## config.mk

```make
export PLATFORM = sky130hd
export DESIGN_NAME = lwd_queue
export DESIGN_NICKNAME = d
export VERILOG_FILES = /design/src/design/lwd_pkg.sv /design/src/design/lwd_queue.sv
export SDC_FILE = /design/constraint.sdc
export NUM_CORES = 1
export LEC_CHECK = 0
export ABC_AREA = 1
export BUFFER_PORTS_ARGS = -buffer_cell sky130_fd_sc_hd__buf_2
export CORE_MARGIN = 5
export CORE_UTILIZATION = 51
export DETAILED_ROUTE_END_ITERATION = 10
export PLACE_DENSITY = 0.78
export RECOVER_POWER = 50
export SYNTH_ARGS = -nofsm -noshare
export SYNTH_HDL_FRONTEND = slang
export SYNTH_SLANG_ARGS = --single-unit
```

## constraint.sdc

```tcl
create_clock -name clk -period 2.5 [get_ports clk]
set_input_delay 0.5 -clock clk [delete_from_list [all_inputs] [get_ports clk]]
set_output_delay 0.5 -clock clk [all_outputs]
set_load 0.01 [all_outputs]
```

## src/design/lwd_pkg.sv

```systemverilog
package lwd_pkg;

  localparam int MAX_WIDTH_DEF = 1024;
  localparam int PIX_W         = 8;
  localparam int NUM_W         = 18;
  localparam int WSUM_W        = 10;
  localparam int HEIGHT_W      = 16;
  localparam int CFG_W         = 16;
  localparam int IDX_W         = 3;
  localparam int IN_DATA_W     = 24;

  localparam logic [15:0] RECIP_255   = 16'd32897;
  localparam int          RECIP_SHIFT = 23;

  typedef struct packed {
    logic             drain;
    logic [NUM_W-1:0] num;
  } item_t;

  typedef enum logic [IDX_W-1:0] {
    REG_WIDTH  = 3'd0,
    REG_HEIGHT = 3'd1,
    REG_WRED   = 3'd2,
    REG_WGREEN = 3'd3,
    REG_WBLUE  = 3'd4
  } reg_idx_t;

  typedef enum logic [3:0] {
    ST_CLEAR,
    ST_IDLE,
    ST_DIVX,
    ST_GREY,
    ST_DIVG,
    ST_SHIFT,
    ST_BLUR,
    ST_MUL,
    ST_RDIV,
    ST_EMIT
  } state_t;

  typedef struct packed {
    logic pop;
    logic div_start;
    logic mem_we;
    logic clearing;
  } ctrl_t;

endpackage

```

## src/design/lwd_queue.sv

```systemverilog
module lwd_queue (
  input  logic           clk,
  input  logic           rst,
  input  logic           push,
  input  lwd_pkg::item_t wr_item,
  output logic           ready,
  input  logic           pop,
  output logic           valid,
  output lwd_pkg::item_t rd_item
);

  lwd_pkg::item_t slots [2];
  logic           wptr;
  logic           rptr;
  logic [1:0]     cnt;

  assign ready   = cnt != 2'd2;
  assign valid   = cnt != 2'd0;
  assign rd_item = slots[rptr];

  always_ff @(posedge clk) begin
    if (rst) begin
      wptr <= 1'b0;
      rptr <= 1'b0;
      cnt  <= 2'd0;
    end else begin
      if (push && ready) begin
        wptr <= !wptr;
      end
      if (pop && valid) begin
        rptr <= !rptr;
      end
      cnt <= cnt + 2'(push && ready) - 2'(pop && valid);
    end
  end

  always_ff @(posedge clk) begin
    if (push && ready) begin
      slots[wptr] <= wr_item;
    end
  end

endmodule

```

==> Word level (Yosys, flattened, before mapping) <==
Memories as Yosys holds them, arrays and structs flattened. A register that Yosys moved wholly into a read port is not among the register bits.
Index checks and enable logic that the tools add are counted.
{ "totals": {"register_bits": 4, "latchBits": 0, "ramBits": 38, "romBits": 0, "in_bits": 23, "output_inout_bits": 21, "elab_cells": 16, "n_memories": 1} }
{ "classes": {"addsub": 2, "mul": 0, "div": 0, "n_lt_le_gt_ge": 0, "n_eq_ne": 1, "n_shift": 0, "mux": 4, "bitwise": 0, "reduce_logical": 5} }
{ "mem_list": {"columns": ["memory", "depth", "word_bits", "read_ports", "rd_clocked_by_memory_dff", "wr", "line", "rtl"], "rows": [
  ["slots", 2, 19, 1, 1, 1, "lwd_queue.sv:12", "lwd_pkg::item_t slots [2];"]
]} }
{ "ops": {"columns": ["operator", "count"], "rows": [
  ["two-way mux 1 bit", 4],
  ["adder 2 x 1 -> 2 bit", 1],
  ["logical AND 1 bit", 2],
  ["zero test 1 bit", 2],
  ["inequality test 2 bit, second input constant", 1],
  ["nonzero test 2 bit", 1],
  ["subtractor 2 x 1 -> 2 bit", 1]
]} }

==> Logic depth before layout (Yosys ltp) <==
{ "logic_depth": {"ltp_word": 4, "depth_mapped": 11, "mapped_depth_nobuf": 11} }

==> Least setup slack after synthesis <==
OpenSTA, ideal clock, no wires.
{ "synth_timing": {"path_type": "input-to-reg", "startpoint": "input push", "endpoint": "memory slots[0][0] (netlist bit) (enable)", "setup_time_ns": 0.395, "t_arrival_ns": 1.411, "required_ns": 2.105, "setup_slack_ns": 0.695, "stages": 2, "n_path_buf": 0, "path_cell_list": "nand2_2 -> nor2_1"} }
{ "synth_between": {"elab_chain_len": 3} }
{ "synth_lines": {"columns": ["item", "line", "rtl"], "rows": [
  ["start, declared", "lwd_queue.sv:4", "input logic push,"],
  ["logical AND 1 bit", "lwd_queue.sv:38", "if (push && ready) begin"],
  ["two-way mux 1 bit", "lwd_queue.sv:38", null],
  ["two-way mux 1 bit (not written as such)", "lwd_queue.sv:39", "slots[wptr] <= wr_item;"],
  ["end, declared", "lwd_queue.sv:12", null]
]} }
No other way between the ends.

==> impl_metrics.yaml <==
worst_setup_path:
  r2r_cells: 5
  start_kind: "register"
  r2r-start: "cnt[0]"
  path_cells: "buf_12, mux2_2, buf_2"
  critPathCapture: "rd_item[2]"
  critPathMaxStageDelay_ns: 0.54
  critical_path.max_fanout: 13
  reg2reg_to: "slots[0][10]"
  worstSetupEndpointType: "output port"
  slowest_stage: "dfxtp_1"
  arrival_ns: 1.54
  path_class: "reg -> out"
  cp.required_ns: 2.00
  reg2reg_slack_ns: 0.56
place:
  placed_cell_area_um2: 1950
  hpwl_um: 1830
  io_buffer_count: 43
  place_ws_ns: 0.729
  gp_congestion: 0.623
  place_inst: 183
global_routing:
  grt_start_max_net_pins: 14
  grt_pass1_wl_um: 4030
  met2_usage_pct: 23.7
  grtUsageTotal_pct: 12.3
  grt.overflow.total: 0
  use_met3_pct: 4.66
  top_usage_layer: "met2"
  grt_use_met1_pct: 12.1
  grt_pass1_vias: 954
  antenna_found_initial: 0
power_and_ir_drop:
  power_frac_comb_pct: 29.1
  seqPwrFrac_pct: 49.9
  netSwitchingFraction_pct: 27.3
  fin_total_pwr_mw: 1.94
  p_leak_nw: 0.797
  p_per_area_nw_per_um2: 967
  p_switching_mw: 0.529
  p_int_mw: 1.41
  power.share.clock_pct: 21.1
  vdd_drop_max_mv: 0.534
synthesis:
  synth_top_cell_area_share_pct: 68.4
  synthesis.nets: 119
  synth_edf_count: 38
  yosys.cell_count.top_type: "edfxtp_1"
  synth-seq-cells: 43
  yosys_warnings: 0
  synth_cell_types: 16
  postSynthAreaPerCell_um2: 17.6
  synthesis.area_um2: 1670
  synthTopCellsByArea: "edfxtp_1 (68%), mux2_4 (9.0%), mux2_2 (6.1%)"
  synth-seq-area-share_pct: 74.4
  async_flop_share_pct: 0
  yosys-top-cells-count: "edfxtp_1 (38), mux2_4 (10), mux2_2 (9)"
  synthFlopType: "edfxtp_1"
  yosysTopAreaCell: "edfxtp_1"
  synth_cells: 95
timing:
  worst_slack_ns: 0.455
  holdWs_ns: 0.352
  slew_viol_final: 0
  finalSetupViolCount: 0
  fmax_mhz: 489
  maxSlewHeadroom_pct: 42.2
  fin_crit_ns: 2.04
  fin_crit_sh_pct: 81.8
  fin_skew_ns: 0.00348
  hold_violations: 0
  fin_setup_tns_ns: 0
  worstMarginPinSlew_ns: 0.864
  rsz0062_at_grt: "false"
detailed_routing:
  wire_per_inst_um: 12.9
  ant_nets: 0
  drt_iter0_drc: 20
  drc_errors: 0
  wl_um: 2470
  via_count: 897
  drtPass1Iterations: 2
  routed_via_density: 4.70
floorplanning:
  core_um2: 3100
  die_area_um2: 4520
  start_util_pct: 53.8
  dieHeight_um: 67.2
  fp-row-count: 20
  io-pin-count: 44
  die_w_um: 67.2
hold_path:
  hold_path_class: "in -> reg"
clock_network:
  clk_pin_slew_ns: 0.11
  cts-hold-fix-buffers: 0
  cts_tree: "done"
  htree_levels: 2
  cts_setup_buffers: 0
  insertion_delay_ns: 0.33
  numCtsBuffers: 5
  cts_max_path_buffers: 2
  clock-sinks: 43
  cts_resized: 0
  cts-root-buf: "clkbuf_4"
run:
  maxCapViolations: 0
cells_and_area:
  drive_gt1_share_pct: 44.9
  final_cells: 191
  syn2layout_area_growth_pct: 19.9
  diodes: 0
  final_area_um2: 2000
  finish.utilization_pct: 64.5
  layout.nets: 170
status:
  outcome: "complete, no violations"
-- how the worst min path moves through the flow --
stage	startpoint	end	slack, ns	cells past startpoint
floorplan	rptr	register	0.47	2
global placement	rptr	rptr	0.48	2
finish	rst	cnt[0]	0.35	2
CTS	wr_item[17]	slots[1][17]	0.33	1
detailed placement	rptr	rptr	0.50	2
global route	wr_item[2]	slots[1][2]	0.31	1
-- sequential cells by signal (all words and copies together), names as in the netlist, named ones only --
signal / cells
cnt: 2
rptr: 1
slots: 38
wptr: 1
-- area by class of cell --
type                    instances  area (um^2)
clock inverters                 1         30.0
inverters                       8         30.0
repair buffers                 46          244
flip-flops and latches         43         1240
clock buffers                   7         45.0
multi-input cells              42          357
fillers                       257         1100
well taps                      44         55.1
-- metal layers --
layer	share of wire, %	routed length (um)
met4	0.53	13
met2	53	1320
met1	40	989
met3	6.0	147
met5	0	0
-- critical path: cells and delay by family (launching register included) --
kind                   cells  cell delay, ns
buffers and inverters      2            0.35
flip-flops                 1            0.54
multiplexers               1            0.33
-- cells by family (layout without fill, tap and decap cells) --
kind of cell               Yosys count  in the layout  share of synthesized area, %
DFF                                 43             43                          74.4
muxes                               19             19                          15.1
and+or+nand+nor                     19             19                          5.02
buffers and inverters               10             62                          3.67
AOI/OAI and AO/OA                    2              2                         0.600
adders and majority gates            1              1                         0.750
xor gates and xnor gates             1              1                         0.525
-- power groups by stage --
stage          registers, mW  logic [mW]  clock network, mW
5_1_grt                0.977       0.628              0.462
4_1_cts                0.969       0.588              0.422
3_5_place_dp           0.985       0.586                  0
6_report               0.965       0.563              0.408
2_1_floorplan          0.962       0.425                  0
3_3_place_gp           0.979       0.577                  0
-- cell usage in the layout (no fill, tap or decap) --
| cell type | synthesis | final |
|---|---|---|
| bufinv_16 | 0 | 1 |
| mux2_4 | 10 | 10 |
| clkbuf_1 | 0 | 7 |
| a21oi_1 | 2 | 2 |
| ha_1 | 1 | 1 |
| clkbuf_4 | 0 | 5 |
| buf_4 | 0 | 2 |
| nand3_1 | 1 | 1 |
| buf_12 | 1 | 1 |
| nand2_1 | 6 | 8 |
| nor2_1 | 7 | 9 |
| mux2_2 | 9 | 9 |
| edfxtp_1 | 38 | 38 |
| nor3_1 | 1 | 1 |
| inv_1 | 8 | 8 |
| dfxtp_1 | 5 | 5 |
| xnor2_1 | 1 | 1 |
| buf_2 | 0 | 38 |
No activity file was read; power rests on OpenSTA's default activity.
