`config.mk`:
```
export PLATFORM = sky130hd
export DESIGN_NAME = lwd_front
export DESIGN_NICKNAME = d
export VERILOG_FILES = /design/src/design/lwd_pkg.sv /design/src/design/lwd_front.sv
export SDC_FILE = /design/constraint.sdc
export NUM_CORES = 1
export LEC_CHECK = 0
export BUFFER_PORTS_ARGS = -buffer_cell sky130_fd_sc_hd__buf_2
export CAP_MARGIN = 0
export CORE_MARGIN = 3
export CORE_UTILIZATION = 55
export DETAILED_ROUTE_END_ITERATION = 8
export PLACE_DENSITY_LB_ADDON = 0.3
export SYNTH_ARGS = -nofsm -noshare
export SYNTH_HDL_FRONTEND = slang
export SYNTH_SLANG_ARGS = --single-unit
```
`constraint.sdc`:
```
create_clock -name clk -period 7.98 [get_ports clk]
set_input_delay 1.596 -clock clk [delete_from_list [all_inputs] [get_ports clk]]
set_output_delay 1.596 -clock clk [all_outputs]
set_load 0.02 [all_outputs]
```
`src/design/lwd_pkg.sv`:
```
package lwd_pkg;

  localparam int MAX_WIDTH_DEF = 1024;
  localparam int PIX_W         = 8;
  localparam int NUM_W         = 18;
  localparam int WSUM_W        = 10;
  localparam int HEIGHT_W      = 16;
  localparam int CFG_W         = 16;
  localparam int IDX_W         = 3;
  localparam int IN_DATA_W     = 24;

  localparam logic [15:0] RECIP_255   = 16'd32897;
  localparam int          RECIP_SHIFT = 23;

  typedef struct packed {
    logic             drain;
    logic [NUM_W-1:0] num;
  } item_t;

  typedef enum logic [IDX_W-1:0] {
    REG_WIDTH  = 3'd0,
    REG_HEIGHT = 3'd1,
    REG_WRED   = 3'd2,
    REG_WGREEN = 3'd3,
    REG_WBLUE  = 3'd4
  } reg_idx_t;

  typedef enum logic [3:0] {
    ST_CLEAR,
    ST_IDLE,
    ST_DIVX,
    ST_GREY,
    ST_DIVG,
    ST_SHIFT,
    ST_BLUR,
    ST_MUL,
    ST_RDIV,
    ST_EMIT
  } state_t;

  typedef struct packed {
    logic pop;
    logic div_start;
    logic mem_we;
    logic clearing;
  } ctrl_t;

endpackage

```
`src/design/lwd_front.sv`:
```
module lwd_front (
  input  logic                                  clk,
  input  logic                                  rst,
  input  logic                                  hold,
  input  logic                                  s_axis_tvalid,
  output logic                                  s_axis_tready,
  input  logic [lwd_pkg::IN_DATA_W-1:0]         s_axis_tdata,  // red, green, blue
  input  logic                                  s_axis_tuser,  // action
  input  logic [lwd_pkg::PIX_W-1:0]             wred,
  input  logic [lwd_pkg::PIX_W-1:0]             wgreen,
  input  logic [lwd_pkg::PIX_W-1:0]             wblue,
  input  logic                                  q_ready,
  output logic                                  q_push,
  output lwd_pkg::item_t                        q_item
);

  logic           stg_valid;
  lwd_pkg::item_t stg_item;
  logic [lwd_pkg::NUM_W-1:0] num;

  assign num = lwd_pkg::NUM_W'(wred)   * lwd_pkg::NUM_W'(s_axis_tdata[7:0])
             + lwd_pkg::NUM_W'(wgreen) * lwd_pkg::NUM_W'(s_axis_tdata[15:8])
             + lwd_pkg::NUM_W'(wblue)  * lwd_pkg::NUM_W'(s_axis_tdata[23:16]);

  assign s_axis_tready = !hold && (!stg_valid || q_ready);
  assign q_push        = stg_valid && q_ready;
  assign q_item        = stg_item;

  always_ff @(posedge clk) begin
    if (rst) begin
      stg_valid <= 1'b0;
    end else if (s_axis_tready) begin
      stg_valid <= s_axis_tvalid;
    end else if (q_push) begin
      stg_valid <= 1'b0;
    end
  end

  always_ff @(posedge clk) begin
    if (s_axis_tready && s_axis_tvalid) begin
      stg_item.drain <= s_axis_tuser;
      stg_item.num   <= num;
    end
  end

endmodule

```
Yosys cells after proc, flatten, opt, wreduce, memory -nomap -nowiden. Index checks and enable logic that the tools add are counted.

Flip-flop bits (word level): 20. Output and inout port bits: 21. Logic and storage cells: 17.

$add $sub $neg: 2. Multiply operators: 3. Muxes and demuxes: 2. Reductions and logical operators: 7.

Operator list (number): $mul 8x8->16 (3); $add 17x16->18 (1); $add 16x16->17 (1); $logic_and 1x1->1 (3); $logic_not 1->1 (2); $mux 1 (2); $reduce_bool 2->1 (1); $logic_or 1x1->1 (1).

Depth between registers and ports, before layout. Gate-level depths: netlist (run 1).

Depth after elaboration: 4. Gate-level depth with buffers: 22. Depth with buffers taken out: 21.

Worst setup path before layout (run 1). Ideal clock, no wire load.

Path type: input to register. Start: input port s_axis_tdata[0] in the netlist's numbering. End: register stg_item (netlist bit q_item[14]) (data pin). Setup time: 0.263 ns. Arrival time: 6.527 ns. Path slack: 1.191 ns. Stages: 18. Cells stage by stage: and2_1 -> fa_1 -> fa_1 -> inv_1 -> fa_1 -> fa_1 -> inv_1 -> fa_1 -> fa_1 -> inv_1 -> fa_1 -> inv_1 -> ha_1 -> a21o_1 -> a21oi_2 -> a21oi_2 -> o41ai_2 -> xnor2_1.

Word-level cells in the longest chain between the ends: 3.

RTL lines: from (decl) (RTL line lwd_front.sv:7) `input logic [lwd_pkg::IN_DATA_W-1:0] s_axis_tdata,`; $mul 8x8->16 (RTL line lwd_front.sv:21) `assign num = lwd_pkg::NUM_W'(wred) * lwd_pkg::NUM_W'(s_axis_tdata[7:0])`; $add 16x16->17 (RTL line lwd_front.sv:22) `+ lwd_pkg::NUM_W'(wgreen) * lwd_pkg::NUM_W'(s_axis_tdata[15:8])`; $add 17x16->18 (RTL line lwd_front.sv:23) `+ lwd_pkg::NUM_W'(wblue) * lwd_pkg::NUM_W'(s_axis_tdata[23:16]);`; via num, one bit (RTL line lwd_front.sv:19) `logic [lwd_pkg::NUM_W-1:0] num;`; to (decl) (RTL line lwd_front.sv:18) `lwd_pkg::item_t stg_item;`.

The timed path passes the listed nets, and every way through them passes these cells. A chain may end at the register's enable or synchronous reset.

Worst setup path in the final report (run 1). Same ends and word-level chain as after synthesis.

==> key figures, run 1 <==
STA
  • Fin crit share: 0.866
  • Worst Skew: about 3.3 ps
  • Max Freq: approximately 140 MHz
  • Tmin final: 6910 ps
  • Final worst slack: 1070 ps
  • Worst Max-Slew Pin Slew: 692 ps
  • RSZ-0062 raised after global routing: no
  • # setup viols final: 0
  • Setup TNS: 0 ps
  • Final hold violation count: 0
  • Worst rel slew slack: 0.538
  • Max Slew Vio Count: 0

Floorplanning
  • Initial Utilization: 0.575
  • FP Rows: 41
  • Height of the die: 122 microns
  • IO Pins: 75
  • DIE AREA: 15000 sq um
  • Core Footprint: around 13000 sq um
  • Die width: 122 microns

Clock tree
  • Worst-case clock buffer depth: 2
  • H-tree levels: 1
  • Clock sink total: 20
  • Quantity of gates resized following cts: 0
  • CTS Hold Bufs: 0
  • Number of buffers created by CTS: 3
  • CTS tree: done
  • Root Driver: clkbuf_16
  • Clk_lat worst skew: 250 ps
  • # Post-CTS Setup Buffers: 0
  • Clock slew seen by the registers of the worst setup and hold paths: 50 ps

GRT
  • Largest net degree at the start of global routing: 20
  • Residual overflow from global routing: 0
  • Vias in the first global route: 5498
  • Initial antenna violation count: 0
  • First-pass GRT wire length: 24800 microns
  • GRT Overall Usage: 0.207

Yosys
  • Mapped Cells: 777
  • Yosys warns: 0
  • FFs w/ async S/R, synth: 0
  • Largest area contributor in the synthesized netlist: fa_1
  • Register area share after synthesis: 0.0794
  • Distinct cells, synth: 33
  • Number of synthesized flops with an enable pin: 19
  • Mapped cell area: approximately 7400 sq um
  • Post-synth top flop: edfxtp_1
  • Register bit total from synthesis: 20
  • Syn nets: between 1000 and 1500
  • Area contributors post-synth: fa_1, ha_1, inv_1, and2_1, edfxtp_1
  • Yosys top cell area share: 0.433
  • Syn Area/Cell: 9.57 sq um

Final layout
  • Design area: 8100 sq um
  • Most frequent cells in the layout: inv_1, fa_1, and2_1
  • Area added between synthesis and finish: 8.87%
  • FILL cells: 1127
  • Share of cells above drive strength 1: 0.0972
  • ANT cells: 0
  • Most common cell after layout, fill and taps aside: inv_1
  • NumNets Final: 1169

Hold path
  • Min-Delay Path Depth: 2
  • Hold crit path type: reg -> reg

Drt
  • Routed vias: around 5000
  • Pre-antenna DRT Iters: 4
  • Routed Antenna Nets: 0
  • # DRC: 0
  • DRT iter0 DRCs: 236
  • Via density: ~5
  • Wire per inst: 13.7 microns
  • Final WL: 14100 microns

Place
  • Placed Area: around 8000 sq um
  • Dpl ws: 783 ps
  • Post-DP HPWL: approximately 13000 microns
  • IO buf count: 74
  • RePlAce Congestion: around 0.91

Job
  • Max Cap Viol: 0

Worst setup path
  • WP data required: 7980 ps
  • Worst Reg2Reg Path Length in Cells: 4
  • Crit. End Element: flip-flop
  • Critical path launch point type: primary input
  • Highest net fanout along the worst path: 8
  • Setup CP Type: in -> reg
  • Arrival time worst endpoint: 6910 ps

Outcome
  • Status: finished clean
==> logic make-up (layout without fill, tap and decap cells) <==
| family | after synthesis | in the layout | share of synthesized area |
|---|---|---|---|
| AO/OA/AOI/OAI | 33 | 33 | 0.0321 |
| adder cells (fa/ha/maj) | 260 | 260 | 0.600 |
| flip-flops | 20 | 20 | 0.0794 |
| XOR/XNOR | 12 | 12 | 0.0141 |
| buffers and inverters | 231 | 308 | 0.117 |
| AND/OR/NAND/NOR | 221 | 221 | 0.158 |
==> layer usage <==
layer | wire [microns] | up-vias | GRT usage
li1 | - | 2436 | -
met1 | 6030 | 2579 | 0.282
met2 | 7250 | 119 | 0.365
met3 | 594 | 16 | 0.0212
met4 | 215 | 0 | 0.0343
met5 | 0 | - | 0
==> stage by stage <==
stage | utilization | hold WS [ps] | instances
floorplan | - | 450 | 777
global placement | 0.620 | 471 | 1022
detailed placement | 0.620 | 479 | 1022
CTS | 0.626 | 495 | 1026
global route | 0.626 | 520 | 1026
finish | 0.626 | 490 | 1026
==> final timing paths <==
kind / startpoint / to / slack, ps
worst min register to register: stg_valid / stg_valid / 490
worst min-delay path: stg_valid / stg_valid / 490
worst max-delay path: s_axis_tdata[0] / q_item[14] / 1070
worst max register to register: stg_valid / q_item[5] / 6470
==> layout make-up <==
| class | instances | area, sq um | area share |
|---|---|---|---|
| flip-flops and latches | 20 | 591 | 0.0729 |
| clock inverters | 1 | 3.75 | 0.000464 |
| multi-input cells | 526 | 5980 | 0.738 |
| repair buffers | 74 | 370 | 0.0457 |
| inverters | 230 | 863 | 0.107 |
| well taps | 172 | 215 | 0.0266 |
| clock buffers | 3 | 75.1 | 0.00927 |
==> sequential cells by signal, indices dropped and copies added, names as in the netlist <==
| register | cells |
|---|---|
| q_item | 19 |
| stg_valid | 1 |
==> critical path, stage by stage <==
cell and delay, ps:
buf_2 140, and2_1 180, fa_1 530, inv_1 60, fa_1 520, fa_1 470, fa_1 550, inv_1 60
fa_1 500, fa_1 490, inv_1 50, fa_1 470, inv_1 40, ha_1 340, a21o_1 190, a21oi_2 200
a21oi_2 120, o41ai_2 310, xnor2_1 100
==> cells in the mapped netlist (2+ instances only) <==
master / count
ha_1: 99
a21oi_2: 3
a21o_1: 3
edfxtp_1: 19
nand4_1: 2
nand2_1: 75
inv_1: 230
xnor2_1: 8
nand2b_1: 4
a21oi_1: 12
and2_1: 125
fa_1: 161
nor2_1: 8
o21ai_0: 3
o211ai_1: 2
xor2_1: 4
nor3_1: 3
Power of run 1 is not shown: default switching activity piles up to over one toggle a cycle in this logic, so the estimate is an artifact.
==> inputs of run 2 (changes only) <==
--- a/config.mk
+++ b/config.mk
@@ -8,7 +8,7 @@
 export BUFFER_PORTS_ARGS = -buffer_cell sky130_fd_sc_hd__buf_2
 export CAP_MARGIN = 0
 export CORE_MARGIN = 3
-export CORE_UTILIZATION = 55
+export CORE_UTILIZATION = 63
 export DETAILED_ROUTE_END_ITERATION = 8
 export PLACE_DENSITY_LB_ADDON = 0.3
 export SYNTH_ARGS = -nofsm -noshare
==> constraint.sdc (replaced) <==
create_clock -name clk -period 7.98 [get_ports clk]
set_input_delay 0.399 -clock clk [delete_from_list [all_inputs] [get_ports clk]]
set_output_delay 0.399 -clock clk [all_outputs]
set_load 0.02 [all_outputs]
==> run 2 against run 1 <==
Compared with the run above: first-iteration DRC count up 11%; final area down 0.45%; worst setup slack better by 1100 ps; worst hold slack worse by 160 ps; die area down 12%; critical endpoint is now q_item[15].
==> key figures, run 2 (same netlist as run 1, synthesis figures left out) <==
Worst setup path
  • Worst Setup EP: q_item[15] (was q_item[14])
  • Cell family with most CP delay: adder cells (unchanged)
  • Critical Path Start: s_axis_tdata[0] (unchanged)
  • Crit path largest cell delay: 540 ps (was 550 ps)
  • WP data required: 7960 ps (was 7980 ps)
  • Critical path launch point type: primary input (unchanged)
  • Reg2reg end: q_item[9] (was q_item[5])
  • CP Buf/Inv Count: 5 (unchanged)
  • Highest net fanout along the worst path: 8 (unchanged)
  • Arrival time worst endpoint: 5760 ps (was 6910 ps)
  • Crit. End Element: flip-flop (unchanged)
  • Worst Reg2Reg Path Length in Cells: 4 (unchanged)
  • Crit path max-delay cell type: fa_1 (unchanged)
  • R2R Path Start: stg_valid (unchanged)
  • Worst path most repeated cell: fa_1 (unchanged)
  • Crit path cell chain: buf_2 > and2_1 > fa_1 > inv_1 > fa_1 > fa_1 > inv_1 > fa_1 > fa_1 > inv_1 > fa_1 > fa_1 > inv_1 > ha_1 > o211ai_1 > a21oi_2 > o2111ai_2 > a311oi_2 > xor2_1 (was buf_2 > and2_1 > fa_1 > inv_1 > fa_1 > fa_1 > fa_1 > inv_1 > fa_1 > fa_1 > inv_1 > fa_1 > inv_1 > ha_1 > a21o_1 > a21oi_2 > a21oi_2 > o41ai_2 > xnor2_1)
  • Reg2Reg Setup Slack: 6360 ps (was 6470 ps)
  • Setup CP Type: in -> reg (unchanged)
  • CP Depth: 19 (unchanged)

STA
  • Max Freq: 173 MHz (was 145 MHz)
  • Worst Max-Slew Pin Slew: 694 ps (was 692 ps)
  • Fin crit share: 0.723 (was 0.866)
  • Worst rel slew slack: 0.537 (was 0.538)
  • Worst Skew: 3.08 ps (was 3.33 ps)
  • # setup viols final: 0 (unchanged)
  • RSZ-0062 raised after global routing: no (unchanged)
  • Setup TNS: 0 ps (unchanged)
  • Tmin final: 5770 ps (was 6910 ps)
  • Max Slew Vio Count: 0 (unchanged)
  • Final hold violation count: 0 (unchanged)
  • Final hold slack: 332 ps (was 490 ps)

Clock tree
  • Worst-case clock buffer depth: 2 (unchanged)
  • Number of buffers created by CTS: 3 (unchanged)
  • # Post-CTS Setup Buffers: 0 (unchanged)
  • Root Driver: clkbuf_16 (unchanged)
  • Clk_lat worst skew: 250 ps (about the same)
  • CTS tree: done (unchanged)
  • CTS Hold Bufs: 0 (unchanged)
  • H-tree levels: 1 (unchanged)
  • Clock slew seen by the registers of the worst setup and hold paths: 50 ps (about the same)
  • Clock sink total: 20 (unchanged)
  • Quantity of gates resized following cts: 0 (unchanged)

Final layout
  • Share of cells above drive strength 1: 0.0972 (unchanged)
  • Max reg flops: 19 (unchanged)
  • NumNets Final: 1169 (unchanged)
  • Post-Layout Cell Count: 997 (was 1026)
  • Final core utilization: 0.703 (was 0.626)
  • Most common cell after layout, fill and taps aside: inv_1 (unchanged)
  • ANT cells: 0 (unchanged)
  • FILL cells: 867 (was 1127)
  • Area added between synthesis and finish: 8.38% (was 8.87%)
  • Most frequent cells in the layout: inv_1, fa_1, and2_1 (unchanged)

Drt
  • Routed Antenna Nets: 0 (unchanged)
  • Wire per inst: 14.8 microns (was 13.7 microns)
  • DRT iter0 DRCs: 262 (was 236)
  • Routed vias: 5296 (was 5150)
  • Pre-antenna DRT Iters: 7 (was 4)
  • Via density: 5.31 (was 5.02)
  • # DRC: 0 (unchanged)
  • Final WL: 14700 microns (was 14100 microns)

Floorplanning
  • Height of the die: 115 microns (was 122 microns)
  • DIE AREA: 13100 sq um (was 15000 sq um)
  • IO Pins: 75 (unchanged)
  • Initial Utilization: 0.649 (was 0.575)
  • Core Footprint: 11500 sq um (was 12900 sq um)
  • FP Rows: 39 (was 41)
  • Die width: 115 microns (was 122 microns)

Place
  • Placed insts: 993 (was 1022)
  • RePlAce Congestion: 0.877 (was 0.908)
  • IO buf count: 74 (unchanged)
  • Post-DP HPWL: 13500 microns (was 12900 microns)

Hold path
  • Hold crit path type: in -> reg (was reg -> reg)

GRT
  • Vias in the first global route: 5685 (was 5498)
  • GRT Overall Usage: 0.244 (was 0.207)
  • Initial antenna violation count: 0 (unchanged)
  • First-pass GRT wire length: 25600 microns (was 24800 microns)
  • Largest net degree at the start of global routing: 20 (unchanged)
  • Residual overflow from global routing: 0 (unchanged)

Outcome
  • Status: finished clean (unchanged)

Job
  • Max Cap Viol: 0 (unchanged)
[run 2: routing by layer]
metal  GRT usage  wire (microns)  part of all wire
met5           0               0                 0
met3      0.0185             677             0.046
met4      0.0689             448             0.030
met2       0.438            7860              0.53
met1       0.317            5740              0.39
[run 2: area by class of cell]
cell class / count / area (sq um) / share of cell area
multi-input cells: 526 / 5980 / 0.742
repair buffers: 74 / 370 / 0.0459
flip-flops and latches: 20 / 591 / 0.0733
well taps: 143 / 179 / 0.0222
inverters: 230 / 863 / 0.107
clock buffers: 4 / 78.8 / 0.00978
[run 2: worst min-delay path by stage]
stage,from,endpoint,slack [ps],depth (start not counted)
after CTS,s_axis_tuser,q_item[18],330,1
after global routing,s_axis_tuser,q_item[18],330,1
after detailed placement,stg_valid,stg_valid,530,2
after global placement,stg_valid,stg_valid,460,2
after floorplan,stg_valid,stg_valid,450,2
final,s_axis_tuser,q_item[18],330,1
[run 2: through the flow]
stage / area [sq um] / setup slack, ps
floorplan: 7440 / 2390
global placement: 7980 / 2090
detailed placement: 7980 / 1930
CTS: 8060 / 2200
global route: 8060 / 1950
finish: 8060 / 2210
[run 2: worst register-to-register path, cell delays in order, from the launching register on]
cell	delay (ps)
dfxtp_1	310
nand2b_1	100
nor2b_1	200
nand2_1	110
inv_1	530
Power of run 2 is left out for the same reason.
